### src/cpm_pkg.sv
// Shared types and constants for the complex polynomial multiplier.
package cpm_pkg;

    // Width of a product coefficient component, Q21.16.
    localparam int PROD_W = 37;

    typedef logic signed [PROD_W-1:0] cpm_sum_t;

    // Per-cycle command to every cell of the chain.
    typedef struct packed {
        logic step;       // shift partial sums one place towards the head
        logic clear;      // zero all partial sums
        logic zero_prod;  // flush step: cells add nothing
    } cpm_chain_ctl_t;

endpackage

### src/cpm_cell.sv
// One tap cell: holds a tap, its registered complex product and a partial sum.
module cpm_cell #(
    parameter int COEF_WIDTH = 16
) (
    input  logic                                 clk,
    input  logic                                 rst_n,
    input  cpm_pkg::cpm_chain_ctl_t              ctl,
    input  logic signed [COEF_WIDTH-1:0]         x_re,
    input  logic signed [COEF_WIDTH-1:0]         x_im,
    input  logic                                 tap_we,
    input  logic                                 prod_we,
    input  logic                                 active,
    input  cpm_pkg::cpm_sum_t                    sum_in_re,
    input  cpm_pkg::cpm_sum_t                    sum_in_im,
    output cpm_pkg::cpm_sum_t                    sum_out_re,
    output cpm_pkg::cpm_sum_t                    sum_out_im
);
    import cpm_pkg::*;

    localparam int MW = 2 * COEF_WIDTH + 1;

    logic signed [COEF_WIDTH-1:0] tap_re_reg;
    logic signed [COEF_WIDTH-1:0] tap_im_reg;
    logic signed [MW-1:0]         mul_re;
    logic signed [MW-1:0]         mul_im;
    cpm_sum_t                     prod_re_next;
    cpm_sum_t                     prod_im_next;
    cpm_sum_t                     prod_re_reg;
    cpm_sum_t                     prod_im_reg;
    cpm_sum_t                     partial_re_reg;
    cpm_sum_t                     partial_im_reg;
    cpm_sum_t                     partial_re_next;
    cpm_sum_t                     partial_im_next;

    always_comb
    begin
        mul_re = MW'(x_re) * MW'(tap_re_reg) - MW'(x_im) * MW'(tap_im_reg);
        mul_im = MW'(x_re) * MW'(tap_im_reg) + MW'(x_im) * MW'(tap_re_reg);
        // idle cells above the tap count contribute zero
        prod_re_next = active ? PROD_W'(mul_re) : '0;
        prod_im_next = active ? PROD_W'(mul_im) : '0;
    end

    assign sum_out_re = partial_re_reg + (ctl.zero_prod ? cpm_sum_t'(0) : prod_re_reg);
    assign sum_out_im = partial_im_reg + (ctl.zero_prod ? cpm_sum_t'(0) : prod_im_reg);

    always_comb
    begin
        partial_re_next = partial_re_reg;
        partial_im_next = partial_im_reg;
        if (ctl.clear)
        begin
            partial_re_next = '0;
            partial_im_next = '0;
        end
        else if (ctl.step)
        begin
            partial_re_next = sum_in_re;
            partial_im_next = sum_in_im;
        end
    end

    always_ff @(posedge clk)
    begin
        if (tap_we)
        begin
            tap_re_reg <= x_re;
            tap_im_reg <= x_im;
        end
        if (prod_we)
        begin
            prod_re_reg <= prod_re_next;
            prod_im_reg <= prod_im_next;
        end
    end

    always_ff @(posedge clk or negedge rst_n)
    begin
        if (!rst_n)
        begin
            partial_re_reg <= '0;
            partial_im_reg <= '0;
        end
        else
        begin
            partial_re_reg <= partial_re_next;
            partial_im_reg <= partial_im_next;
        end
    end

endmodule

### config.mk
export PLATFORM = sky130hd
export DESIGN_NAME = cpm_cell
export DESIGN_NICKNAME = d
export VERILOG_FILES = /design/src/cpm_pkg.sv /design/src/cpm_cell.sv
export SDC_FILE = /design/constraint.sdc
export NUM_CORES = 2
export LEC_CHECK = 0
export ABC_AREA = 1
export CAP_MARGIN = 0
export CORE_MARGIN = 2
export CORE_UTILIZATION = 65
export CTS_CLUSTER_SIZE = 8
export DETAILED_ROUTE_END_ITERATION = 12
export DONT_BUFFER_PORTS = 1
export PLACE_DENSITY = 0.77
export SKIP_LAST_GASP = 1
export SLEW_MARGIN = 30
export SYNTH_ARGS = -nofsm -noshare
export SYNTH_HDL_FRONTEND = slang
export SYNTH_SLANG_ARGS = --single-unit
### constraint.sdc
create_clock -name clk -period 20.4 [get_ports clk]
set_input_delay 1.02 -clock clk [delete_from_list [all_inputs] [get_ports clk]]
set_output_delay 1.02 -clock clk [all_outputs]
set_load 0.005 [all_outputs]
==> impl_metrics.toml <==
[status]
status = "complete, no violations"

[logic_synthesis]
synth_nets = 8436
synth-simple-area-share = 0.157
synth_seq_cells = 172
synth.distinct_cells = 41
synth_cells = 6765
synthAdderAreaFrac = 0.526
synth_top_family_by_area = "adder cells"
ys_warn_count = 0
ys.flop_type = "edfxtp_1"
synth-async-reset-ratio = 0.430
synth_xor_area_frac = 0.0114
synth_compound_area_frac = 0.0508
netlist_area_um2 = 53800
synth-edff-count = 98
synth_mux_area_frac = 0
synth.avg_cell_area_um2 = 7.96
yosysSeqAreaShare = 0.0891

[timing]
setup_viol = 0
max_freq_ghz = 0.121
skew_ps = 21.3
finalCritPeriodShare = 0.406
fin_setup_tns_ps = 0
worstMarginPinSlew_ps = 905
finalHoldViolCount = 0
rsz0062_at_grt = "no"
relSlewSlack = 0.397
min_period_ps = 8290
drv_slew = 0

[setup_path]
critPathBufInv = 5
cp_cell_sequence = "buf_4 -> nand2_1 -> inv_1 -> fa_1 -> fa_1 -> fa_1 -> fa_1 -> fa_1 -> fa_1 -> fa_1 -> inv_1 -> fa_1 -> inv_1 -> ha_1 -> nand2_1 -> nor2_1 -> inv_1 -> nor2_1 -> nand3_1 -> o21ai_0 -> nor2_1 -> nor2_1"
path_class = "reg -> reg"
cp-end-kind = "register"
crit_family = "adder cells"
critPathRequiredTime_ps = 20690
slowest_stage = "edfxtp_1"
crit_fanout = 17
cp.arrival_ps = 8580
cp_common_cell = "fa_1"
start_kind = "register"
worst_path_largest_cell_delay_ps = 920

[die]
start_util = 0.657
dieArea_um2 = 85100
ios = 188
rows = 105
dieHeight_um = 292
core_area_um2 = 82000
dieWidth_um = 292

[placement]
placed_cells = 7638
place_congestion = 0.964
dp_hpwl_um = 118000
place_area_um2 = 54600
io_buffers = 0

[grt]
grt_pass1_vias = 44900
grt_overflow = 0
antenna_found_initial = 2
grtUsageTotal = 0.360
grt_pass1_wl_um = 237000
grt_max_degree = 76

[layout]
nets = 8258
final_common_cell = "inv_1"
area_growth_pct = 2.37
final_area_um2 = 55100
layout_common_cells = "inv_1 (2134), nand2_1 (1429), fa_1 (1175), ha_1 (382), nor2_1 (367)"
fin_util = 0.672
drive_gt1_frac = 0.0248
fillers = 6957
stdcell_count = 7672

[job]
cap_violations = 0

[routing]
wl_per_cell_um = 18.9
drtIter0Drc = 3313
vias = 41800
drc = 0
vias_per_cell = 5.45
routed_wl_um = 145000
postRouteAntennaNets = 0
dr.pass1.iters = 6

[min_path]
hold_path_class = "in -> async"

[clocking]
cts_root_buf = "clkbuf_16"
post_cts.repair.setup_buffers = 0
clock_path_buffers = 2
clock_latency_ps = 520
cts-htree-levels = 4
postCtsResizedCells = 0
cts_tree = "done"
path_clk_slew_ps = 80
cts.sinks = 172
cts_buffers = 17
postCtsHoldBufs = 0
[stage by stage]
stage | hold slack (ps) | setup slack (ps)
4_1_cts | 163 | 12380
3_5_place_dp | 538 | 12200
5_1_grt | 171 | 11920
2_1_floorplan | 518 | 12940
6_report | 185 | 12110
3_3_place_gp | 535 | 12100
[layer usage]
metal / routed length (um) / GRT usage
met5: 13 / 0
met4: 6760 / 0.152
met3: 13000 / 0.0617
met2: 68900 / 0.591
met1: 56200 / 0.475
[worst paths after layout]
path,from,end,slack (ps),cells past startpoint
setup reg to reg,tap_im_reg[3],prod_im_reg[23],12110,22
setup / recovery,tap_im_reg[3],prod_im_reg[23],12110,22
min in group clk,partial_im_reg[31],partial_im_reg[31],550,2
hold / removal,rst_n,partial_im_reg[31],190,0
max in group asynchronous,rst_n,partial_re_reg[17],19950,0
hold reg to reg,partial_im_reg[31],partial_im_reg[31],550,2
[area by class of cell]
class	count	area, um^2	area share
timing repair buffer	33	251	0.00456
multi-input combinational	4213	40100	0.728
tap	1070	1340	0.0243
clock buffer	19	433	0.00786
clock inverter	13	108	0.00195
sequential	172	4790	0.0870
inverter	2150	8070	0.147
antenna	2	5.00	0.0000908
[synth_stat cells, drive strengths merged (3+ instances only)]
cell / count / area, um^2
nand4: 25 / 156
a31oi: 23 / 144
clkbuf: 227 / 852
buf: 3 / 12.5
o21a: 23 / 173
o21bai: 20 / 161
o211ai: 3 / 22.5
a21oi: 181 / 932
xnor2: 20 / 175
xor2: 50 / 438
a21boi: 7 / 56.3
nor2: 383 / 1480
inv: 2149 / 8070
nor4: 9 / 81.3
edfxtp: 98 / 2940
a21o: 19 / 143
nand2: 1446 / 5470
ha: 382 / 4780
fa: 1175 / 23500
nor3: 23 / 135
dfrtp: 74 / 1850
o21ai: 210 / 1100
nand3b: 9 / 67.6
or2: 21 / 131
nand3: 177 / 886
and3: 5 / 31.3
[cells by family after synthesis]
family	count (synthesis)
simple gates	2099
buf+inv	2380
flops	172
fa+ha+maj	1557
xor+xnor	70
compound gates	487
Power is not shown: default switching activity piles up to over one toggle a cycle in this logic, so the estimate is an artifact.
